[src/hdl/swqe_pkg.sv]
`timescale 1ns / 1ps
// Shared types and constants of the shell word quote encoder.
// No dependencies; imported by every module of the block.
package swqe_pkg;

   // Most characters one input word can give: open quote plus the
   // four-character form of a single quote plus close quote.
   localparam int MAX_OUT     = 6;
   localparam int CNT_W       = $clog2(MAX_OUT + 1);
   localparam int IDX_W       = $clog2(MAX_OUT);
   localparam int QUEUE_DEPTH = 4;
   localparam int QPTR_W      = $clog2(QUEUE_DEPTH);
   localparam int QCNT_W      = $clog2(QUEUE_DEPTH + 1);
   localparam int CSR_IDX_W   = 3;
   localparam int CSR_DATA_W  = 8;

   typedef enum logic [1:0] {
      STYLE_BACKSLASH = 2'd0,
      STYLE_DOUBLE    = 2'd1,
      STYLE_SINGLE    = 2'd2
   } style_type;

   typedef enum logic [CSR_IDX_W-1:0] {
      CSR_QUOTE_STYLE = 3'd0,
      CSR_MULTI_MATCH = 3'd1,
      CSR_SHELL_MODE  = 3'd2,
      CSR_ESCAPE_GLOB = 3'd3,
      CSR_GUARD_TILDE = 3'd4
   } csr_index_type;

   typedef struct packed {
      logic [1:0] quote_style;
      logic       multi_match;
      logic       shell_mode;
      logic       escape_glob;
      logic       guard_tilde;
   } cfg_type;

   // One expanded input word: its output characters in order.
   typedef struct packed {
      logic                    last;
      logic [CNT_W-1:0]        count;
      logic [MAX_OUT-1:0][7:0] chars;
   } rec_type;

   // Queue read side towards the emitter.
   typedef struct packed {
      logic    valid;
      rec_type rec;
   } qhead_type;

endpackage

[src/hdl/swqe_front.sv]
`timescale 1ns / 1ps
// Front end: accepts input words, tracks word framing and expands each
// word into its quoted characters. Depends on swqe_pkg.
module swqe_front
   import swqe_pkg::*;
(
   input  logic       clock,
   input  logic       reset,
   input  cfg_type    cfg,
   input  logic       req_tvalid,
   output logic       req_tready,
   input  logic [7:0] req_tdata,
   input  logic       req_tlast,
   input  logic [1:0] req_tuser,
   input  logic       q_ready,
   output logic       push,
   output rec_type    push_rec
);

   localparam logic [7:0] CH_TAB    = 8'h09;
   localparam logic [7:0] CH_NL     = 8'h0a;
   localparam logic [7:0] CH_SPACE  = 8'h20;
   localparam logic [7:0] CH_BANG   = 8'h21;
   localparam logic [7:0] CH_DQUOTE = 8'h22;
   localparam logic [7:0] CH_HASH   = 8'h23;
   localparam logic [7:0] CH_DOLLAR = 8'h24;
   localparam logic [7:0] CH_PCT    = 8'h25;
   localparam logic [7:0] CH_AMP    = 8'h26;
   localparam logic [7:0] CH_SQUOTE = 8'h27;
   localparam logic [7:0] CH_LPAR   = 8'h28;
   localparam logic [7:0] CH_RPAR   = 8'h29;
   localparam logic [7:0] CH_STAR   = 8'h2a;
   localparam logic [7:0] CH_DOT    = 8'h2e;
   localparam logic [7:0] CH_SLASH  = 8'h2f;
   localparam logic [7:0] CH_SEMI   = 8'h3b;
   localparam logic [7:0] CH_LT     = 8'h3c;
   localparam logic [7:0] CH_EQ     = 8'h3d;
   localparam logic [7:0] CH_GT     = 8'h3e;
   localparam logic [7:0] CH_QMARK  = 8'h3f;
   localparam logic [7:0] CH_LBRK   = 8'h5b;
   localparam logic [7:0] CH_BSL    = 8'h5c;
   localparam logic [7:0] CH_RBRK   = 8'h5d;
   localparam logic [7:0] CH_CARET  = 8'h5e;
   localparam logic [7:0] CH_BTICK  = 8'h60;
   localparam logic [7:0] CH_LBRACE = 8'h7b;
   localparam logic [7:0] CH_PIPE   = 8'h7c;
   localparam logic [7:0] CH_RBRACE = 8'h7d;
   localparam logic [7:0] CH_TILDE  = 8'h7e;

   logic word_open_ff, word_open_in;
   logic at_start_ff, at_start_in;

   logic       accept;
   logic       first, last, none, start, leading;
   logic       is_break, is_glob, is_shell, need_esc, guard;
   logic [7:0] c;
   logic [1:0] style;
   logic [CNT_W-1:0] n;

   assign c       = req_tdata;
   assign first   = req_tuser[0];
   assign last    = req_tlast;
   assign none    = req_tuser[1] || (c == 8'h00);
   assign start   = first || !word_open_ff;
   assign leading = start || at_start_ff;
   assign style   = (cfg.quote_style == STYLE_DOUBLE || cfg.quote_style == STYLE_SINGLE)
                    ? cfg.quote_style : STYLE_BACKSLASH;

   assign req_tready = q_ready;
   assign accept     = req_tvalid && q_ready;

   // classify the character for backslash style
   always_comb begin
      is_break = (c == CH_SPACE) || (c == CH_TAB) || (c == CH_NL) || (c == CH_DQUOTE) ||
                 (c == CH_SQUOTE) || (c == CH_PIPE) || (c == CH_BANG) || (c == CH_AMP) ||
                 (c == CH_SEMI) || (c == CH_LPAR) || (c == CH_RPAR) || (c == CH_DOLLAR) ||
                 (c == CH_PCT) || (c == CH_LT) || (c == CH_GT) || (c == CH_EQ);
      is_shell = (c == CH_LBRACE) || (c == CH_RBRACE) || (c == CH_CARET) || (c == CH_BTICK);
      is_glob  = (c == CH_STAR) || (c == CH_LBRK) || (c == CH_QMARK) || (c == CH_RBRK);
      need_esc = (c == CH_BSL) || is_break || (cfg.shell_mode && is_shell) ||
                 ((cfg.shell_mode || cfg.escape_glob) && is_glob) ||
                 (cfg.shell_mode && leading && (c == CH_HASH));
      guard    = (c == CH_TILDE) && leading && cfg.guard_tilde;
   end

   // expand the word into its output characters
   always_comb begin
      push_rec       = '0;
      push_rec.last  = last;
      n              = '0;
      if (start) begin
         if (style == STYLE_DOUBLE) begin
            push_rec.chars[n[IDX_W-1:0]] = CH_DQUOTE;
            n = n + 1'b1;
         end else if (style == STYLE_SINGLE) begin
            push_rec.chars[n[IDX_W-1:0]] = CH_SQUOTE;
            n = n + 1'b1;
         end
      end
      if (!none) begin
         unique case (style)
            STYLE_DOUBLE: begin
               if ((c == CH_DQUOTE) || (c == CH_BSL) ||
                   (cfg.shell_mode && ((c == CH_DOLLAR) || (c == CH_BTICK)))) begin
                  push_rec.chars[n[IDX_W-1:0]] = CH_BSL;
                  n = n + 1'b1;
               end
               push_rec.chars[n[IDX_W-1:0]] = c;
               n = n + 1'b1;
            end
            STYLE_SINGLE: begin
               push_rec.chars[n[IDX_W-1:0]] = c;
               n = n + 1'b1;
               if (c == CH_SQUOTE) begin
                  push_rec.chars[n[IDX_W-1:0]] = CH_BSL;
                  n = n + 1'b1;
                  push_rec.chars[n[IDX_W-1:0]] = CH_SQUOTE;
                  n = n + 1'b1;
                  push_rec.chars[n[IDX_W-1:0]] = CH_SQUOTE;
                  n = n + 1'b1;
               end
            end
            default: begin
               if (guard) begin
                  push_rec.chars[n[IDX_W-1:0]] = CH_DOT;
                  n = n + 1'b1;
                  push_rec.chars[n[IDX_W-1:0]] = CH_SLASH;
                  n = n + 1'b1;
               end else if (need_esc) begin
                  push_rec.chars[n[IDX_W-1:0]] = CH_BSL;
                  n = n + 1'b1;
               end
               push_rec.chars[n[IDX_W-1:0]] = c;
               n = n + 1'b1;
            end
         endcase
      end
      if (last && !cfg.multi_match) begin
         if (style == STYLE_DOUBLE) begin
            push_rec.chars[n[IDX_W-1:0]] = CH_DQUOTE;
            n = n + 1'b1;
         end else if (style == STYLE_SINGLE) begin
            push_rec.chars[n[IDX_W-1:0]] = CH_SQUOTE;
            n = n + 1'b1;
         end
      end
      push_rec.count = n;
   end

   // words that expand to nothing only move the framing state
   assign push = accept && (n != '0);

   always_comb begin
      word_open_in = word_open_ff;
      at_start_in  = at_start_ff;
      if (accept) begin
         word_open_in = !last;
         at_start_in  = none ? leading : 1'b0;
      end
   end

   always_ff @(posedge clock) begin
      if (reset) begin
         word_open_ff <= 1'b0;
         at_start_ff  <= 1'b0;
      end else begin
         word_open_ff <= word_open_in;
         at_start_ff  <= at_start_in;
      end
   end

endmodule

[src/hdl/swqe_queue.sv]
`timescale 1ns / 1ps
// Short queue of expanded words between front and back end.
// Depends on swqe_pkg.
module swqe_queue
   import swqe_pkg::*;
(
   input  logic      clock,
   input  logic      reset,
   input  logic      push,
   input  rec_type   push_rec,
   output logic      q_ready,
   input  logic      pop,
   output qhead_type head
);

   rec_type             slots_ff [QUEUE_DEPTH];
   logic [QPTR_W-1:0]   wr_ptr_ff, wr_ptr_in;
   logic [QPTR_W-1:0]   rd_ptr_ff, rd_ptr_in;
   logic [QCNT_W-1:0]   count_ff, count_in;
   logic                do_pop;

   assign q_ready    = (count_ff != QCNT_W'(QUEUE_DEPTH));
   assign head.valid = (count_ff != '0);
   assign head.rec   = slots_ff[rd_ptr_ff];
   assign do_pop     = pop && head.valid;

   always_comb begin
      wr_ptr_in = push ? wr_ptr_ff + 1'b1 : wr_ptr_ff;
      rd_ptr_in = do_pop ? rd_ptr_ff + 1'b1 : rd_ptr_ff;
      count_in  = count_ff + QCNT_W'(push) - QCNT_W'(do_pop);
   end

   always_ff @(posedge clock) begin
      if (push) begin
         slots_ff[wr_ptr_ff] <= push_rec;
      end
   end

   always_ff @(posedge clock) begin
      if (reset) begin
         wr_ptr_ff <= '0;
         rd_ptr_ff <= '0;
         count_ff  <= '0;
      end else begin
         wr_ptr_ff <= wr_ptr_in;
         rd_ptr_ff <= rd_ptr_in;
         count_ff  <= count_in;
      end
   end

endmodule

[src/hdl/swqe_back.sv]
`timescale 1ns / 1ps
// Back end: takes expanded words from the queue and emits their
// characters one per cycle while rsp_tready is high. Depends on swqe_pkg.
module swqe_back
   import swqe_pkg::*;
(
   input  logic       clock,
   input  logic       reset,
   input  qhead_type  head,
   output logic       pop,
   output logic       rsp_tvalid,
   input  logic       rsp_tready,
   output logic [7:0] rsp_tdata,
   output logic       rsp_tlast,
   output logic       rsp_tuser
);

   rec_type          cur_ff, cur_in;
   logic [IDX_W-1:0] idx_ff, idx_in;
   logic             valid_ff, valid_in;
   logic             at_end, done;

   assign at_end = (CNT_W'(idx_ff) == cur_ff.count - 1'b1);
   assign done   = valid_ff && rsp_tready && at_end;
   assign pop    = head.valid && (!valid_ff || done);

   always_comb begin
      cur_in   = cur_ff;
      idx_in   = idx_ff;
      valid_in = valid_ff;
      if (pop) begin
         cur_in   = head.rec;
         idx_in   = '0;
         valid_in = 1'b1;
      end else if (done) begin
         valid_in = 1'b0;
      end else if (valid_ff && rsp_tready) begin
         idx_in = idx_ff + 1'b1;
      end
   end

   always_ff @(posedge clock) begin
      cur_ff <= cur_in;
      idx_ff <= idx_in;
   end

   always_ff @(posedge clock) begin
      if (reset) begin
         valid_ff <= 1'b0;
      end else begin
         valid_ff <= valid_in;
      end
   end

   assign rsp_tvalid = valid_ff;
   assign rsp_tdata  = cur_ff.chars[idx_ff];
   assign rsp_tuser  = at_end;
   assign rsp_tlast  = at_end && cur_ff.last;

endmodule

[src/hdl/shell_word_quote_encoder.sv]
`timescale 1ns / 1ps
// Shell word quote encoder, top level: register file, front end, queue and
// back end. Depends on swqe_pkg, swqe_front, swqe_queue and swqe_back.
//
// Feed the characters of a word one word per beat on the req_ channel and
// take the quoted form from the rsp_ channel, one character per beat. The
// front end takes a new input word in every cycle while the four-entry
// queue has room, expanding it at once into its zero to six output
// characters; the back end emits one character per cycle from the head of
// the queue while rsp_tready is high, so the sustained rate is one output
// character per clock, set by that emitter, when the receiver does not
// stall. A word is written into a queue slot and then loaded into the back
// end's current-word register before its first character is on rsp_. Registers
// are sampled when a word is taken, so write them only while the block is
// idle; csr_ready is always high.
module shell_word_quote_encoder
   import swqe_pkg::*;
(
   input  logic                  clock,
   input  logic                  reset,
   // configuration write channel
   input  logic                  csr_valid,
   output logic                  csr_ready,
   input  logic [CSR_IDX_W-1:0]  csr_index,
   input  logic [CSR_DATA_W-1:0] csr_data,
   // input words
   input  logic                  req_tvalid,
   output logic                  req_tready,
   input  logic [7:0]            req_tdata,   // [7:0] char_in
   input  logic                  req_tlast,   // word_last
   input  logic [1:0]            req_tuser,   // [0] word_first, [1] no_char
   // quoted characters
   output logic                  rsp_tvalid,
   input  logic                  rsp_tready,
   output logic [7:0]            rsp_tdata,   // [7:0] char_out
   output logic                  rsp_tlast,   // word_end
   output logic                  rsp_tuser    // [0] run_end
);

   cfg_type   cfg_ff, cfg_in;
   logic      q_ready, push, pop;
   rec_type   push_rec;
   qhead_type head;

   assign csr_ready = 1'b1;

   // register writes; an index beyond the list is dropped
   always_comb begin
      cfg_in = cfg_ff;
      if (csr_valid) begin
         unique case (csr_index)
            CSR_QUOTE_STYLE: cfg_in.quote_style = csr_data[1:0];
            CSR_MULTI_MATCH: cfg_in.multi_match = csr_data[0];
            CSR_SHELL_MODE:  cfg_in.shell_mode  = csr_data[0];
            CSR_ESCAPE_GLOB: cfg_in.escape_glob = csr_data[0];
            CSR_GUARD_TILDE: cfg_in.guard_tilde = csr_data[0];
            default:         cfg_in = cfg_ff;
         endcase
      end
   end

   always_ff @(posedge clock) begin
      if (reset) begin
         cfg_ff <= '0;
      end else begin
         cfg_ff <= cfg_in;
      end
   end

   // classify and expand each word as it arrives
   swqe_front u_front (
      .clock      (clock),
      .reset      (reset),
      .cfg        (cfg_ff),
      .req_tvalid (req_tvalid),
      .req_tready (req_tready),
      .req_tdata  (req_tdata),
      .req_tlast  (req_tlast),
      .req_tuser  (req_tuser),
      .q_ready    (q_ready),
      .push       (push),
      .push_rec   (push_rec)
   );

   // hold expanded words until the emitter is free
   swqe_queue u_queue (
      .clock    (clock),
      .reset    (reset),
      .push     (push),
      .push_rec (push_rec),
      .q_ready  (q_ready),
      .pop      (pop),
      .head     (head)
   );

   // advance through each expanded word, one character a beat
   swqe_back u_back (
      .clock      (clock),
      .reset      (reset),
      .head       (head),
      .pop        (pop),
      .rsp_tvalid (rsp_tvalid),
      .rsp_tready (rsp_tready),
      .rsp_tdata  (rsp_tdata),
      .rsp_tlast  (rsp_tlast),
      .rsp_tuser  (rsp_tuser)
   );

`ifndef SYNTHESIS
   // a quoted character is never zero
   a_char_nonzero: assert property (@(posedge clock) disable iff (reset)
      rsp_tvalid |-> (rsp_tdata != 8'h00))
      else $error("zero character on output");

   // a word end is always the end of its run
   a_word_end_run_end: assert property (@(posedge clock) disable iff (reset)
      (rsp_tvalid && rsp_tlast) |-> rsp_tuser)
      else $error("word end without run end");

   // nothing is shown in the cycle after reset
   a_idle_after_reset: assert property (@(posedge clock)
      $past(reset) |-> !rsp_tvalid)
      else $error("output valid straight after reset");
`endif

endmodule

[config.mk]
export PLATFORM = sky130hd
export DESIGN_NAME = shell_word_quote_encoder
export DESIGN_NICKNAME = d
export VERILOG_FILES = /design/src/hdl/swqe_pkg.sv /design/src/hdl/swqe_front.sv /design/src/hdl/swqe_queue.sv /design/src/hdl/swqe_back.sv /design/src/hdl/shell_word_quote_encoder.sv
export SDC_FILE = /design/constraint.sdc
export NUM_CORES = 1
export LEC_CHECK = 0
export ABC_AREA = 0
export BUFFER_PORTS_ARGS = -buffer_cell sky130_fd_sc_hd__clkbuf_2
export CORE_ASPECT_RATIO = 1.4
export CORE_MARGIN = 3
export CORE_UTILIZATION = 50
export CTS_BUF_LIST = sky130_fd_sc_hd__clkbuf_8
export CTS_CLUSTER_DIAMETER = 120
export DETAILED_ROUTE_END_ITERATION = 12
export PLACE_DENSITY = 0.71
export RECOVER_POWER = 50
export SYNTH_ARGS = -nofsm -noshare
export SYNTH_HDL_FRONTEND = slang
export SYNTH_SLANG_ARGS = --single-unit
[constraint.sdc]
create_clock -name clock -period 5.6 [get_ports clock]
set_input_delay 0.28 -clock clock [delete_from_list [all_inputs] [get_ports clock]]
set_output_delay 0.28 -clock clock [all_outputs]
set_load 0.02 [all_outputs]
==> flow_summary.json <==
{
  "antenna_found_initial": 0,
  "startpoint_type": "flip-flop",
  "post-place-ws_ns": 0.4105,
  "viasPerCell": 6.004,
  "syn_inst": 735,
  "die_w_um": 127.6,
  "path_buf_inv": 3,
  "tns_ns": 0,
  "finalClockSkew_ns": 0.03666,
  "start_util_pct": 51.56,
  "wl_per_cell_um": 20.98,
  "setup_viol": 0,
  "yosys_warnings": 0,
  "min_period_ns": 5.029,
  "cp_max_fo": 7,
  "fmax_ghz": 0.1989,
  "cpMostUsedCell": "ha_1",
  "layout.nets": 821,
  "multi_input_area_sq_um": 3591,
  "regToRegSetupSlack_ns": 0.57,
  "async_flop_share_pct": 0,
  "cts_resized": 0,
  "place.gp.congestion": 0.9009,
  "grt_util_met1_pct": 24.98,
  "yosysUniqueCellTypes": 80,
  "antenna_left": 0,
  "drc": 0,
  "timing.final.ws_setup_ns": 0.5715,
  "hold_ws_ns": 0.04749,
  "synth_common_cells": "200 x edfxtp_1, 57 x nand2_1, 50 x nor2_1",
  "hold_path_class": "primary input to flip-flop",
  "p_int_mw": 3.208,
  "cts_root_buf": "clkbuf_8",
  "regArea_sq_um": 6387,
  "fin_crit_sh_pct": 89.80,
  "first_global_vias": 6410,
  "pin_count": 40,
  "grt_use_total_pct": 19.69,
  "maxSlewHeadroom_pct": -131.1,
  "ys_seq_elements": 219,
  "synth_top_flop_cell": "edfxtp_1",
  "place.detailed.hpwl_um": 15210,
  "power_frac_seq_pct": 51.5,
  "antennaDiodeCount": 0,
  "path_clk_slew_ns": 0.07,
  "cts_setup_buffers": 0,
  "cts_tree": "done",
  "cts_max_level": 1,
  "pwr-share-comb_pct": 24.5,
  "syn_avg_cell_area_sq_um": 14.08,
  "area_growth_pct": 8.862,
  "gr-total-overflow": 0,
  "clkPwrFrac_pct": 24.0,
  "drt-initial-drc-count": 503,
  "insertion_delay_ns": 0.55,
  "crit_required_ns": 6.03,
  "swShare_pct": 28.56,
  "synth_top_area_share_pct": 58.03,
  "synth_edf_count": 200,
  "end_kind": "flip-flop",
  "dp.cells": 991,
  "synth_area_leader_cell": "edfxtp_1",
  "die_area_sq_um": 22490,
  "top_usage_layer": "met2",
  "portBuffers": 32,
  "synth.most_common_cell": "edfxtp_1",
  "cellLeakagePower_nw": 3.743,
  "cp_slowest_stage_delay_ns": 0.53,
  "irDropWorstVdd_uv": 201.2,
  "worst_pin_slew_ns": 3.466,
  "drt_pass1_iterations": 6,
  "grt_max_degree": 43,
  "path_delay_family": "compound AO/OA/AOI/OAI gates",
  "drive_gt1_share_pct": 17.72,
  "synthesis.area_sq_um": 10350,
  "rsz0062_at_grt": "false",
  "status": "finished with violations",
  "synth_area_leaders": "edfxtp_1 58%, mux4_2 10%, dfxtp_1 3.7%",
  "synth_seq_area_share_pct": 61.70,
  "crit_type": "flip-flop to flip-flop",
  "core-area_sq_um": 20070,
  "hold_buffers": 1,
  "use_met3_pct": 2.209,
  "cts_buffers": 30,
  "cp_slowest_cell": "o22ai_1",
  "cp.arrival_ns": 5.46,
  "hold_viol": 0,
  "drv_slew": 86,
  "met2_usage_pct": 35.22,
  "clockBufferDepth": 3,
  "cp_cell_sequence": "nand2b_1, o21ai_0, nand4_1, a32oi_1, o311ai_2, ha_1, inv_1, o41a_1, a221oi_1, o22ai_1, clkinv_4, ha_1, mux2_1, nor2_1, a21oi_4, ha_1, inv_1, fa_1, xor2_1, xnor2_1, nor2_1",
  "mappedNetlistNets": 784,
  "grt_pass1_wl_um": 34600,
  "violations": "capacitance limit, slew limit",
  "dr_total_vias": 6256,
  "die_y_um": 176.2,
  "p_per_area_nw_per_um2": 398.5,
  "p_switching_mw": 1.282,
  "cap_violations": 2,
  "placementRows": 61,
  "clock-sinks": 219,
  "fin_cells": 1042,
  "wl_um": 21870,
  "fillers": 1619
}
## state kept, by name (all words and copies together) (netlist names)
| signal | cells |
|---|---|
| u_back.cur_ff | 40 |
| u_front.at_start_ff | 1 |
| cfg_ff | 6 |
| u_queue.rd_ptr_ff | 2 |
| u_back.rsp_tvalid | 1 |
| u_queue.wr_ptr_ff | 2 |
| u_queue.slots_ff | 160 |
| u_front.word_open_ff | 1 |
| u_queue.count_ff | 3 |
| u_back.idx_ff | 3 |
## layout make-up
type,count,share of cell area [%]
sequential,219,56.69
multi-input combinational,439,31.87
clock buffer,31,3.787
timing repair buffer,53,2.921
tap,252,2.798
inverter,29,1.011
clock inverter,19,0.9217
## power by group through the flow
stage / clock [mW] / combinational, mW / sequential, mW
finish: 1.08 / 1.10 / 2.31
floorplan: 0 / 0.879 / 2.25
global route: 1.18 / 1.22 / 2.35
CTS: 1.11 / 1.14 / 2.31
detailed placement: 0 / 1.14 / 2.34
global placement: 0 / 1.11 / 2.32
## worst register-to-register path, cell delays in order, from the launching register on
cell and delay [ns]:
dfxtp_1 0.40, nand2b_1 0.19, o21ai_0 0.24, nand4_1 0.16, a32oi_1 0.26, o311ai_2 0.21, ha_1 0.41, inv_1 0.12
o41a_1 0.23, a221oi_1 0.13, o22ai_1 0.53, clkinv_4 0.19, ha_1 0.32, mux2_1 0.36, nor2_1 0.25, a21oi_4 0.11
ha_1 0.23, inv_1 0.06, fa_1 0.17, xor2_1 0.17, xnor2_1 0.14, nor2_1 0.05
## layout by cell type (no fill, tap or decap), drive strengths merged, types with 13 or more instances in the layout
master	netlist	final
clkinv	2	13
nand2	58	58
mux4	48	48
dfxtp	19	19
o21ai	34	34
ha	21	21
nand3	21	21
nor2	51	51
edfxtp	200	200
a21oi	35	35
inv	27	34
nor3	16	16
buf	25	17
clkbuf	23	66
## stage by stage
| step | instance area (sq um) | utilization [%] | power (mW) |
|---|---|---|---|
| floorplan | 10350 | - | 3.128 |
| global placement | 10810 | 53.87 | 3.435 |
| detailed placement | 10810 | 53.87 | 3.486 |
| CTS | 11350 | 56.57 | 4.561 |
| global route | 11270 | 56.13 | 4.743 |
| finish | 11270 | 56.13 | 4.490 |
## routing by layer
metal / up-vias / wire length, um
met3: 50 / 813
met1: 3126 / 8888
met5: - / 0
met4: 0 / 671
li1: 2902 / -
met2: 178 / 11490
## cells by family (layout without fill, tap and decap cells)
family	count (synthesis)	count (layout)	synth area share, %
mux	58	58	11.47
fa+ha+maj	22	22	2.732
xor+xnor	11	11	1.257
other cells	1	1	0.03623
compound gates	139	139	9.273
simple gates	208	208	10.36
buf+inv	77	132	3.167
flops	219	219	61.70
## final timing paths
check                            start             endpoint  cells past startpoint
hold reg to reg              cfg_ff[0]            cfg_ff[0]                      2
setup reg to reg  u_front.word_open_ff  u_queue.count_ff[2]                     21
setup / recovery  u_front.word_open_ff  u_queue.count_ff[2]                     21
hold / removal             csr_data[0]            cfg_ff[4]                      3
(Power assumes the default switching activity.)
